## src/sv/spra_pkg.sv

```systemverilog
// Shared types and constants of the static priority rank assigner.
package spra_pkg;

  localparam int SLOT_W   = 4;
  localparam int TIME_W   = 32;
  localparam int PRIO_W   = 6;
  localparam int STATUS_W = 2;
  localparam int CFG_IDX_W = 2;
  localparam int KEY_MEM_W = 2 * TIME_W;

  localparam logic [PRIO_W-1:0] RESET_BASE_PRIO = 6'd5;
  localparam logic [PRIO_W-1:0] PRIO_MAX        = 6'd63;

  typedef logic [STATUS_W-1:0] status_t;
  localparam status_t STATUS_OK   = 2'd0;
  localparam status_t STATUS_DUP  = 2'd1;
  localparam status_t STATUS_MISS = 2'd2;

  typedef logic [CFG_IDX_W-1:0] cfg_idx_t;
  localparam cfg_idx_t CFG_RANK_MODE = 2'd0;
  localparam cfg_idx_t CFG_BASE_PRIO = 2'd1;

  localparam logic OP_RELEASE = 1'b0;
  localparam logic OP_FINISH  = 1'b1;

  typedef struct packed {
    logic              start;
    status_t           status;
    logic              mode;
    logic [PRIO_W-1:0] base;
  } rank_cmd_t;

endpackage

```

## src/sv/spra_key_mem.sv

```systemverilog
// Task key memory: period and deadline per slot, one write and one registered read port.
module spra_key_mem #(
  parameter int DEPTH = 16,
  parameter int AW    = 4,
  parameter int DW    = 64
) (
  input  logic          clk,
  input  logic          we,
  input  logic [AW-1:0] waddr,
  input  logic [DW-1:0] wdata,
  input  logic [AW-1:0] raddr,
  output logic [DW-1:0] rdata
);

  logic [DW-1:0] mem [DEPTH];

  always_ff @(posedge clk) begin
    if (we) begin
      mem[waddr] <= wdata;
    end
  end

  always_ff @(posedge clk) begin
    rdata <= mem[raddr];
  end

endmodule

```

## src/sv/spra_rank_engine.sv

```systemverilog
// Rank sequencer: repeated max-key scans with one shared comparator, result register.
module spra_rank_engine #(
  parameter int MAX_TASKS = 16,
  localparam int AW  = $clog2(MAX_TASKS),
  localparam int CW  = $clog2(MAX_TASKS + 1)
) (
  input  logic                             clk,
  input  logic                             rst,
  input  spra_pkg::rank_cmd_t              cmd,
  input  logic [MAX_TASKS-1:0]             active,
  input  logic [CW-1:0]                    count,
  output logic [AW-1:0]                    rd_addr,
  input  logic [spra_pkg::KEY_MEM_W-1:0]   rd_data,
  output logic                             idle,
  output logic                             res_valid,
  input  logic                             res_ready,
  output logic [spra_pkg::SLOT_W-1:0]      res_slot,
  output logic [spra_pkg::PRIO_W-1:0]      res_prio,
  output logic                             res_empty,
  output spra_pkg::status_t                res_status,
  output logic                             res_last
);

  typedef enum logic [4:0] {
    ST_IDLE  = 5'b00001,
    ST_SCAN  = 5'b00010,
    ST_DRAIN = 5'b00100,
    ST_EMIT  = 5'b01000,
    ST_EMPTY = 5'b10000
  } state_t;

  localparam logic [AW-1:0] LAST_IDX = AW'(MAX_TASKS - 1);

  state_t                              state, state_next;
  logic [AW-1:0]                       idx;
  logic [AW-1:0]                       pend_idx;
  logic                                pend_vld;
  logic [AW-1:0]                       best_idx;
  logic [spra_pkg::TIME_W-1:0]         best_key;
  logic                                found;
  logic [MAX_TASKS-1:0]                emitted;
  logic [AW-1:0]                       rank;
  spra_pkg::status_t                   status;
  logic                                mode;
  logic [spra_pkg::PRIO_W-1:0]         base;
  logic [spra_pkg::TIME_W-1:0]         key;
  logic                                take;
  logic                                res_free;
  logic                                last_hit;
  logic [spra_pkg::PRIO_W:0]           prio_sum;
  logic [spra_pkg::PRIO_W-1:0]         prio_sat;

  assign rd_addr  = idx;
  assign idle     = (state == ST_IDLE);
  assign key      = mode ? rd_data[spra_pkg::KEY_MEM_W-1:spra_pkg::TIME_W]
                         : rd_data[spra_pkg::TIME_W-1:0];
  assign take     = pend_vld && (!found || (key > best_key));
  assign res_free = !res_valid || res_ready;
  assign last_hit = ((CW'(rank) + CW'(1)) == count);
  assign prio_sum = {1'b0, base} + (spra_pkg::PRIO_W + 1)'(rank);
  assign prio_sat = prio_sum[spra_pkg::PRIO_W] ? spra_pkg::PRIO_MAX
                                               : prio_sum[spra_pkg::PRIO_W-1:0];

  always_comb begin
    state_next = state;
    unique case (state)
      ST_IDLE: begin
        if (cmd.start) begin
          state_next = (count == '0) ? ST_EMPTY : ST_SCAN;
        end
      end
      ST_SCAN: begin
        if (idx == LAST_IDX) begin
          state_next = ST_DRAIN;
        end
      end
      ST_DRAIN: begin
        state_next = ST_EMIT;
      end
      ST_EMIT: begin
        if (res_free) begin
          state_next = last_hit ? ST_IDLE : ST_SCAN;
        end
      end
      ST_EMPTY: begin
        if (res_free) begin
          state_next = ST_IDLE;
        end
      end
      default: begin
        state_next = ST_IDLE;
      end
    endcase
  end

  always_ff @(posedge clk) begin
    if (rst) begin
      state     <= ST_IDLE;
      pend_vld  <= 1'b0;
      found     <= 1'b0;
      emitted   <= '0;
      res_valid <= 1'b0;
    end else begin
      state    <= state_next;
      pend_vld <= (state == ST_SCAN) && active[idx] && !emitted[idx];
      if (take) begin
        found <= 1'b1;
      end
      if ((state == ST_IDLE) && cmd.start) begin
        emitted <= '0;
        found   <= 1'b0;
      end
      if ((state == ST_EMIT) && res_free) begin
        emitted[best_idx] <= 1'b1;
        found             <= 1'b0;
      end
      if (((state == ST_EMIT) || (state == ST_EMPTY)) && res_free) begin
        res_valid <= 1'b1;
      end else if (res_ready) begin
        res_valid <= 1'b0;
      end
    end
  end

  always_ff @(posedge clk) begin
    pend_idx <= idx;
    if (take) begin
      best_key <= key;
      best_idx <= pend_idx;
    end
    unique case (state)
      ST_IDLE: begin
        if (cmd.start) begin
          status <= cmd.status;
          mode   <= cmd.mode;
          base   <= cmd.base;
          rank   <= '0;
          idx    <= '0;
        end
      end
      ST_SCAN: begin
        idx <= idx + AW'(1);
      end
      ST_DRAIN: begin
        idx <= '0;
      end
      ST_EMIT: begin
        if (res_free) begin
          res_slot   <= spra_pkg::SLOT_W'(best_idx);
          res_prio   <= prio_sat;
          res_empty  <= 1'b0;
          res_status <= status;
          res_last   <= last_hit;
          rank       <= rank + AW'(1);
          idx        <= '0;
        end
      end
      ST_EMPTY: begin
        if (res_free) begin
          res_slot   <= '0;
          res_prio   <= '0;
          res_empty  <= 1'b1;
          res_status <= status;
          res_last   <= 1'b1;
        end
      end
      default: begin
        idx <= '0;
      end
    endcase
  end

endmodule

```

## src/sv/static_priority_rank_assigner_top.sv

```systemverilog
// Top level of the static priority rank assigner: config, task table and rank sequencer.
//
// channel  dir  handshake               payload
// s_axis   in   s_axis_tvalid/tready    tdata: slot, period, deadline; tuser: operation
// m_axis   out  m_axis_tvalid/tready    tdata: task_slot, priority_res; tuser: table_empty,
//                                       status; tlast: last
// cfg      in   cfg_valid/cfg_ready     cfg_index, cfg_data
//
// Each item first updates the table, then per active task the sequencer runs one scan of all
// MAX_TASKS slots through the single key memory read port and comparator; an empty table
// yields a single empty result.
// s_axis_tready is low while the sequencer works; a stalled m_axis holds the sequencer.
// Reset is synchronous; it clears the task table and loads the register defaults.
module static_priority_rank_assigner_top #(
  parameter int MAX_TASKS = 16
) (
  input  logic                           clk,
  input  logic                           rst,
  input  logic                           s_axis_tvalid,
  output logic                           s_axis_tready,
  input  logic [71:0]                    s_axis_tdata,  // slot, period, deadline, zero pad
  input  logic [0:0]                     s_axis_tuser,  // operation
  output logic                           m_axis_tvalid,
  input  logic                           m_axis_tready,
  output logic [15:0]                    m_axis_tdata,  // task_slot, priority_res, zero pad
  output logic [2:0]                     m_axis_tuser,  // table_empty, status
  output logic                           m_axis_tlast,
  input  logic                           cfg_valid,
  output logic                           cfg_ready,
  input  spra_pkg::cfg_idx_t             cfg_index,
  input  logic [spra_pkg::PRIO_W-1:0]    cfg_data
);

  localparam int AW = $clog2(MAX_TASKS);
  localparam int CW = $clog2(MAX_TASKS + 1);

  logic                                rank_mode;
  logic [spra_pkg::PRIO_W-1:0]         base_priority;
  logic [MAX_TASKS-1:0]                active;
  logic [CW-1:0]                       active_count;
  spra_pkg::rank_cmd_t                 cmd;
  logic                                cmd_start;
  spra_pkg::status_t                   cmd_status;
  logic                                in_xfer;
  logic                                in_op;
  logic [spra_pkg::SLOT_W-1:0]         in_slot;
  logic [spra_pkg::TIME_W-1:0]         in_period;
  logic [spra_pkg::TIME_W-1:0]         in_deadline;
  logic [AW-1:0]                       sidx;
  logic                                in_range;
  logic                                hit;
  logic                                do_insert;
  logic                                do_remove;
  logic                                eng_idle;
  logic [AW-1:0]                       rd_addr;
  logic [spra_pkg::KEY_MEM_W-1:0]      rd_data;
  logic [spra_pkg::SLOT_W-1:0]         res_slot;
  logic [spra_pkg::PRIO_W-1:0]         res_prio;
  logic                                res_empty;
  spra_pkg::status_t                   res_status;

  assign in_op       = s_axis_tuser[0];
  assign in_slot     = s_axis_tdata[3:0];
  assign in_period   = s_axis_tdata[35:4];
  assign in_deadline = s_axis_tdata[67:36];

  assign s_axis_tready = eng_idle && !cmd_start;
  assign in_xfer       = s_axis_tvalid && s_axis_tready;
  assign cfg_ready     = 1'b1;

  assign sidx      = AW'(in_slot);
  assign in_range  = ({28'd0, in_slot} < 32'(MAX_TASKS));
  assign hit       = in_range && active[sidx];
  assign do_insert = in_xfer && (in_op == spra_pkg::OP_RELEASE) && in_range && !hit;
  assign do_remove = in_xfer && (in_op == spra_pkg::OP_FINISH) && hit;

  always_ff @(posedge clk) begin
    if (rst) begin
      rank_mode     <= 1'b0;
      base_priority <= spra_pkg::RESET_BASE_PRIO;
    end else if (cfg_valid && cfg_ready) begin
      unique case (cfg_index)
        spra_pkg::CFG_RANK_MODE: rank_mode     <= cfg_data[0];
        spra_pkg::CFG_BASE_PRIO: base_priority <= cfg_data;
        default: begin
        end
      endcase
    end
  end

  always_ff @(posedge clk) begin
    if (rst) begin
      active       <= '0;
      active_count <= '0;
      cmd_start    <= 1'b0;
    end else begin
      cmd_start <= in_xfer;
      if (do_insert) begin
        active[sidx] <= 1'b1;
        active_count <= active_count + CW'(1);
      end else if (do_remove) begin
        active[sidx] <= 1'b0;
        active_count <= active_count - CW'(1);
      end
    end
  end

  always_ff @(posedge clk) begin
    if (in_xfer) begin
      if (in_op == spra_pkg::OP_RELEASE) begin
        cmd_status <= hit || !in_range ? spra_pkg::STATUS_DUP : spra_pkg::STATUS_OK;
      end else begin
        cmd_status <= hit ? spra_pkg::STATUS_OK : spra_pkg::STATUS_MISS;
      end
    end
  end

  assign cmd = '{start: cmd_start, status: cmd_status, mode: rank_mode, base: base_priority};

  spra_key_mem #(
    .DEPTH (MAX_TASKS),
    .AW    (AW),
    .DW    (spra_pkg::KEY_MEM_W)
  ) u_key_mem (
    .clk   (clk),
    .we    (do_insert),
    .waddr (sidx),
    .wdata ({in_deadline, in_period}),
    .raddr (rd_addr),
    .rdata (rd_data)
  );

  spra_rank_engine #(
    .MAX_TASKS (MAX_TASKS)
  ) u_rank_engine (
    .clk        (clk),
    .rst        (rst),
    .cmd        (cmd),
    .active     (active),
    .count      (active_count),
    .rd_addr    (rd_addr),
    .rd_data    (rd_data),
    .idle       (eng_idle),
    .res_valid  (m_axis_tvalid),
    .res_ready  (m_axis_tready),
    .res_slot   (res_slot),
    .res_prio   (res_prio),
    .res_empty  (res_empty),
    .res_status (res_status),
    .res_last   (m_axis_tlast)
  );

  assign m_axis_tdata = {6'd0, res_prio, res_slot};
  assign m_axis_tuser = {res_status, res_empty};

endmodule

```

## config.mk

```make
export PLATFORM = sky130hd
export DESIGN_NAME = static_priority_rank_assigner_top
export DESIGN_NICKNAME = d
export VERILOG_FILES = /design/src/sv/spra_pkg.sv /design/src/sv/spra_key_mem.sv /design/src/sv/spra_rank_engine.sv /design/src/sv/static_priority_rank_assigner_top.sv
export SDC_FILE = /design/constraint.sdc
export NUM_CORES = 1
export LEC_CHECK = 0
export BUFFER_PORTS_ARGS = -buffer_cell sky130_fd_sc_hd__buf_2
export CAP_MARGIN = 20
export CORE_MARGIN = 2
export CORE_UTILIZATION = 55
export DETAILED_ROUTE_END_ITERATION = 7
export PLACE_DENSITY = 0.77
export SLEW_MARGIN = 20
export SYNTH_ARGS = -nofsm -noshare
export SYNTH_HDL_FRONTEND = slang
export SYNTH_SLANG_ARGS = --single-unit
```

## constraint.sdc

```tcl
create_clock -name clk -period 9.17 [get_ports clk]
set_clock_uncertainty 0.2 [all_clocks]
set_input_delay 0.4585 -clock clk [delete_from_list [all_inputs] [get_ports clk]]
set_output_delay 0.4585 -clock clk [all_outputs]
set_load 0.005 [all_outputs]
```

After elaboration in Yosys (flattened, before gate mapping)
Memory sizes are Yosys's and may differ from the RTL's. A register that Yosys moved wholly into a read port is not among the register bits.
Cells that the tools add are included.

storage, ports and cells
  flip-flop bits (word level) = 126
  RAM bits = 1024
  word-level logic and storage cells = 141
  memories = 1

cells by class
  add/subtract/negate cells = 6
  order comparisons = 6
  equality and inequality tests = 12
  mux-type cells = 48
  bitwise logic cells = 6
  reduce and logical (&&, ||, !) cells = 38

memory list
  memory         depth  bits a word  rd ports  clocked after Yosys merged registers in  write ports  RTL line            source
  u_key_mem.mem  16     64           1         1                                        1            spra_key_mem.sv:15  logic [DW-1:0] mem [DEPTH];

operators by type and width
  cell                   count
  $mux W16               5
  $mux W5                7
  $gt A32 B32 Y1         1
  $mux W32               1
  $or A16 B16 Y16        2
  $pmux W5 S5            1
  $mux W6                3
  $and A16 B16 Y16       1
  $mux W4                4
  $not A16 Y16           1
  $pmux W4 S2            2
  $pmux W4 S4            1
  $lt A4 B5 Y1 const B   3
  $logic_and A1 B1 Y1    14
  $mux W1                13
  $bmux W1 S4            3
  $pmux W6 S2            1
  $reduce_and A3 Y1      3
  $add A4 B1 Y4 const B  2
  $demux W1 S4           2
  $ge A4 B1 Y1 const B   2
  $reduce_and A2 Y1      4
  $reduce_bool A2 Y1     4
  $add A6 B4 Y7          1
  23 further kinds       35

Logic depth before layout (Yosys ltp)
  word-level depth = 8
  depth in mapped cells = 12
  mapped depth without buffers = 11

Modules after synthesis
A second synthesis with hierarchy kept.

second synthesis, totals
  cell total of the unflattened synthesis = 2287
  area total of the unflattened synthesis = 46339.4 µm²

modules (own cells, without submodules)
  module                             instances  cells an instance  area an instance (µm²)  sequential area each (µm²)
  spra_key_mem                       1          1647               39581.7                 32030.7
  spra_rank_engine                   1          431                4948.5                  2572.5
  static_priority_rank_assigner_top  1          209                1809.2                  640.6

Worst setup path after synthesis
OpenSTA, ideal clock, no wires.

  kind = flip-flop to flip-flop
  start point = register u_rank_engine.mode
  end point = register u_rank_engine.best_idx[0], enable pin
  library setup time = 441 ps
  arrival time = 4050 ps
  data required time = 8529 ps
  slack = 4479 ps
  stages on the path, launching flop included = 10
  buffers on the path = 2
  period minus slack after synthesis = 4691 ps
  path through = edfxtp_1 clkbuf_1 clkbuf_1 mux2_2 ha_1 nand4_1 nor4_1 a21boi_0 o31ai_1 a21oi_1

on the way
  word-level cells in the longest chain between the ends = 4

RTL lines
  item                             RTL line                 source
  start: declaration               spra_rank_engine.sv:44   logic mode;
  start signal: assignment         spra_rank_engine.sv:135  mode <= cmd.mode;
  $mux W32                         spra_rank_engine.sv:55   assign key = mode ? rd_data[spra_pkg::KEY_MEM_W-1:spra_pkg::TIME_W]
  net u_rank_engine.key (one bit)  spra_rank_engine.sv:46   logic [spra_pkg::TIME_W-1:0] key;
  $gt A32 B32 Y1                   spra_rank_engine.sv:57   assign take = pend_vld && (!found || (key > best_key));
  $logic_or A1 B1 Y1               spra_rank_engine.sv:57
  $logic_and A1 B1 Y1              spra_rank_engine.sv:57
  net u_rank_engine.take           spra_rank_engine.sv:47   logic take;
  end signal: assignment           spra_rank_engine.sv:129  best_idx <= pend_idx;
  end: declaration                 spra_rank_engine.sv:38   logic [AW-1:0] best_idx;

The timed path passes the listed nets, and every way through them passes these cells.
A chain may end at the register's enable or synchronous reset.

Worst setup path in the final report
  start point = register u_rank_engine.state[2]
  end point = memory u_key_mem.mem[15][11], enable pin

on the way
  word-level cells in the longest chain between the ends = 7

RTL lines
  item                               RTL line                                 source
  start: declaration                 spra_rank_engine.sv:34                   state_t state, state_next;
  start signal: assignment           spra_rank_engine.sv:104                  state <= state_next;
  $eq A5 B1 Y1                       spra_rank_engine.sv:54                   assign idle = (state == ST_IDLE);
  $logic_and A1 B1 Y1                static_priority_rank_assigner_top.sv:67  assign s_axis_tready = eng_idle && !cmd_start;
  $logic_and A1 B1 Y1                static_priority_rank_assigner_top.sv:68  assign in_xfer = s_axis_tvalid && s_axis_tready;
  $logic_and A1 B1 Y1 (2 in series)  static_priority_rank_assigner_top.sv:74  assign do_insert = in_xfer && (in_op == spra_pkg::OP_RELEASE) && in_range && !hit;
  $mux W1                            spra_key_mem.sv:18                       if (we) begin
  $mux W1 (implied by the code)      spra_key_mem.sv:19                       mem[waddr] <= wdata;
  end: declaration                   spra_key_mem.sv:15

No other way between the ends.

==> flow_summary.yaml <==
power_and_ir_drop:
  p_leak_nw: 17.1
  peakVddDrop_uv: 267
  finalPower_mw: 14.9
  p_int_mw: 10.9
  power_density_nw_per_um2: 283
  combPwrFrac: 0.230
  seqPwrFrac: 0.441
  clockPowerShare: 0.329
  switchingPower_mw: 4.00
  swShare: 0.268
flow_run:
  maxCapViolations: 0
placed_design:
  gp_congestion: 0.853
  dp_worst_setup_slack_ps: 4880
  placedCellCount: 3236
  dpl.hpwl_um: 52900
  port_buffers: 97
clocking:
  post_cts_resized: 0
  cts_setup_buffers: 0
  clock-root-buffer: "clkbuf_16"
  clk_path_buf_depth: 3
  cts_buffers: 113
  holdBufCountCts: 73
  cts_tree: "built"
  clock_sinks: 1214
  path_clk_slew_ps: 70
  clk_latency_ps: 690
  htreeDepth: 3
timing:
  worst_pin_slew_ps: 1110
  finalMaxSlewViolations: 0
  finalCritPeriodShare: 0.470
  setup_viol: 0
  rsz0062_at_grt: "no"
  fin_crit_ps: 4310
  finalWorstSetupSlack_ps: 4860
  hold_slack_ps: 54.4
  fmax_mhz: 232
  fin_setup_tns_ps: 0
  relSlewSlack: 0.243
  hold_viol: 0
status:
  status: "complete, no violations"
yosys:
  ys_warn_count: 0
  ys.flop_type: "edfxtp_1"
  synthCells: 2129
  syn_area_um2: 46300
  synth.distinct_cells: 71
  syn_area_per_cell_um2: 21.8
  synth-seq-cells: 1214
  seq_area_frac_synth: 0.761
  async_flop_share: 0
  synth_edf_count: 1093
die:
  core_region_area_um2: 83600
  initial_core_util: 0.554
  rows: 106
  ios: 109
  die_area_um2: 86500
  die_h_um: 294
  die_w_um: 294
setup_path:
  start_kind: "flip-flop"
  path_cells: "nor3_2 -> nand2_1 -> nor4b_2 -> nand3_1 -> clkinv_2 -> buf_4"
  worstSetupPathType: "flip-flop to flip-flop"
  arrival_ps: 4390
  cp_slowest_cell: "buf_4"
  end_kind: "flip-flop"
  cp_max_fo: 40
  r2r-start: "u_rank_engine.state[2]"
  r2r_slack_ps: 4860
  crit_path_start: "u_rank_engine.state[2]"
  worstRegToRegCells: 6
  required_ps: 9250
  r2r_end: "u_key_mem.mem[15][11]"
  slowest_delay_ps: 820
global_route:
  grt_pass1_vias: 23528
  track_usage: 0.248
  grt_overflow: 0
  antenna_found_initial: 10
  grt_pass1_wl_um: 155000
  grt_max_degree: 160
detailed_routing:
  ant_nets: 0
  viasPerCell: 6.40
  first_iter_violations: 2213
  post_drt_wl_per_cell_um: 29.8
  dr.pass1.iters: 5
  wl_um: 105000
  drc: 0
  routed-via-count: 22571
hold_path:
  hp-start: "s_axis_tdata[2]"
  hold_path.class: "primary input to flip-flop"
  hold_depth: 3
final_layout:
  final_layout_size_suffix_gt1_frac: 0.283
  instances_no_fill: 3524
  regArea_um2: 35200
  fillCellCount: 5307
  area_growth_pct: 13.8
  multi_input_area_um2: 10400
  diodes: 0
  final_common_cell: "edfxtp_1"
  fin_nets: 2475
  final_cell_mix: "1,093 x edfxtp_1, 324 x mux4_2, 121 x dfxtp_1, 119 x clkbuf_16, 97 x buf_2"
## cell usage after synthesis (3+ instances only)
master | n | area, µm²
a32o_1 | 4 | 40.0
nor4_1 | 4 | 25.0
o221ai_1 | 3 | 26.3
inv_1 | 69 | 259
nor2_1 | 40 | 150
dfxtp_1 | 121 | 2420
mux2i_1 | 10 | 100
buf_1 | 15 | 56.3
xnor2_1 | 7 | 61.3
clkbuf_1 | 51 | 191
nor3b_1 | 6 | 45.0
mux4_2 | 324 | 7300
nand2b_1 | 10 | 62.6
o31ai_1 | 4 | 30.0
nor3_1 | 10 | 50.1
ha_1 | 41 | 513
xor2_1 | 7 | 61.3
o211ai_1 | 4 | 30.0
a311oi_1 | 3 | 26.3
a21o_1 | 8 | 60.1
nand3_1 | 13 | 65.1
mux2_2 | 31 | 349
a21oi_1 | 44 | 220
nand2_1 | 50 | 188
and3_1 | 3 | 18.8
nand4_1 | 13 | 81.3
nor2b_1 | 14 | 87.6
nand3b_1 | 4 | 30.0
o21ai_0 | 16 | 80.1
buf_4 | 8 | 60.1
buf_2 | 30 | 150
edfxtp_1 | 1093 | 32800
or3_1 | 3 | 18.8
o41ai_1 | 16 | 140
## sequential cells by signal (all words and copies together), names as in the netlist, 5 cells and up, named ones only
register,count
base_priority,6
u_key_mem.rdata,64
u_rank_engine.emitted,16
u_key_mem.mem,1024
u_rank_engine.state,5
u_rank_engine.base,6
u_rank_engine.best_key,32
active_count,5
u_rank_engine.res_prio,6
## area by class of cell
cell class                      instances  share of cell area
Clock buffer                          150              0.0604
Clock inverter                         63              0.0146
Inverter                               70             0.00536
Multi-Input combinational cell        746               0.197
Sequential cell                      1214               0.668
Tap cell                             1080              0.0256
Timing Repair Buffer                  201              0.0287
## worst max-delay path, delay by kind of cell (launching register included)
family	cells	cell delay (ps)
buf+inv	2	1410
flops	1	430
simple gates	4	1820
## power by group through the flow
stage | registers (mW) | clock network, mW | logic [mW]
2_1_floorplan | 6.53 | 0 | 2.53
3_3_place_gp | 6.66 | 0 | 3.27
3_5_place_dp | 6.67 | 0 | 3.35
4_1_cts | 6.56 | 4.95 | 3.45
5_1_grt | 6.58 | 5.14 | 3.64
6_report | 6.57 | 4.90 | 3.42
## per-stage QoR
stage                     utilization  instance area [µm²]
after floorplan                     -                46300
after CTS                       0.631                52700
after global routing            0.631                52700
final                           0.631                52700
after detailed placement        0.574                48000
after global placement          0.574                48000
## worst max-delay path by stage
stage	end	slack [ps]	depth (start not counted)
final	u_key_mem.mem[15][11]	4860	6
after global placement	u_key_mem.mem[5][45]	5010	7
after global routing	u_key_mem.mem[15][11]	4670	6
after detailed placement	u_key_mem.mem[5][44]	4880	7
after floorplan	u_rank_engine.best_idx[0]	4480	9
after CTS	u_key_mem.mem[15][11]	4890	6
## logic make-up (layout without fill, tap and decap cells)
family | after synthesis | after routing | synth area share
AOI/OAI and AO/OA | 126 | 126 | 0.0185
DFF | 1214 | 1214 | 0.761
muxes | 369 | 369 | 0.169
xor gates and xnor gates | 14 | 14 | 0.00265
other | 2 | 7 | 0.000162
adders and majority gates | 43 | 43 | 0.0119
and+or+nand+nor | 187 | 187 | 0.0217
buffers and inverters | 174 | 484 | 0.0156
## layer usage
layer	vias to the layer above	track usage	part of all wire
li1	9255	-	-
met1	11917	0.334	0.38
met2	1179	0.412	0.51
met3	208	0.0437	0.078
met4	12	0.0874	0.034
met5	-	0	0.00061
Power figures use the tool's default switching activity.
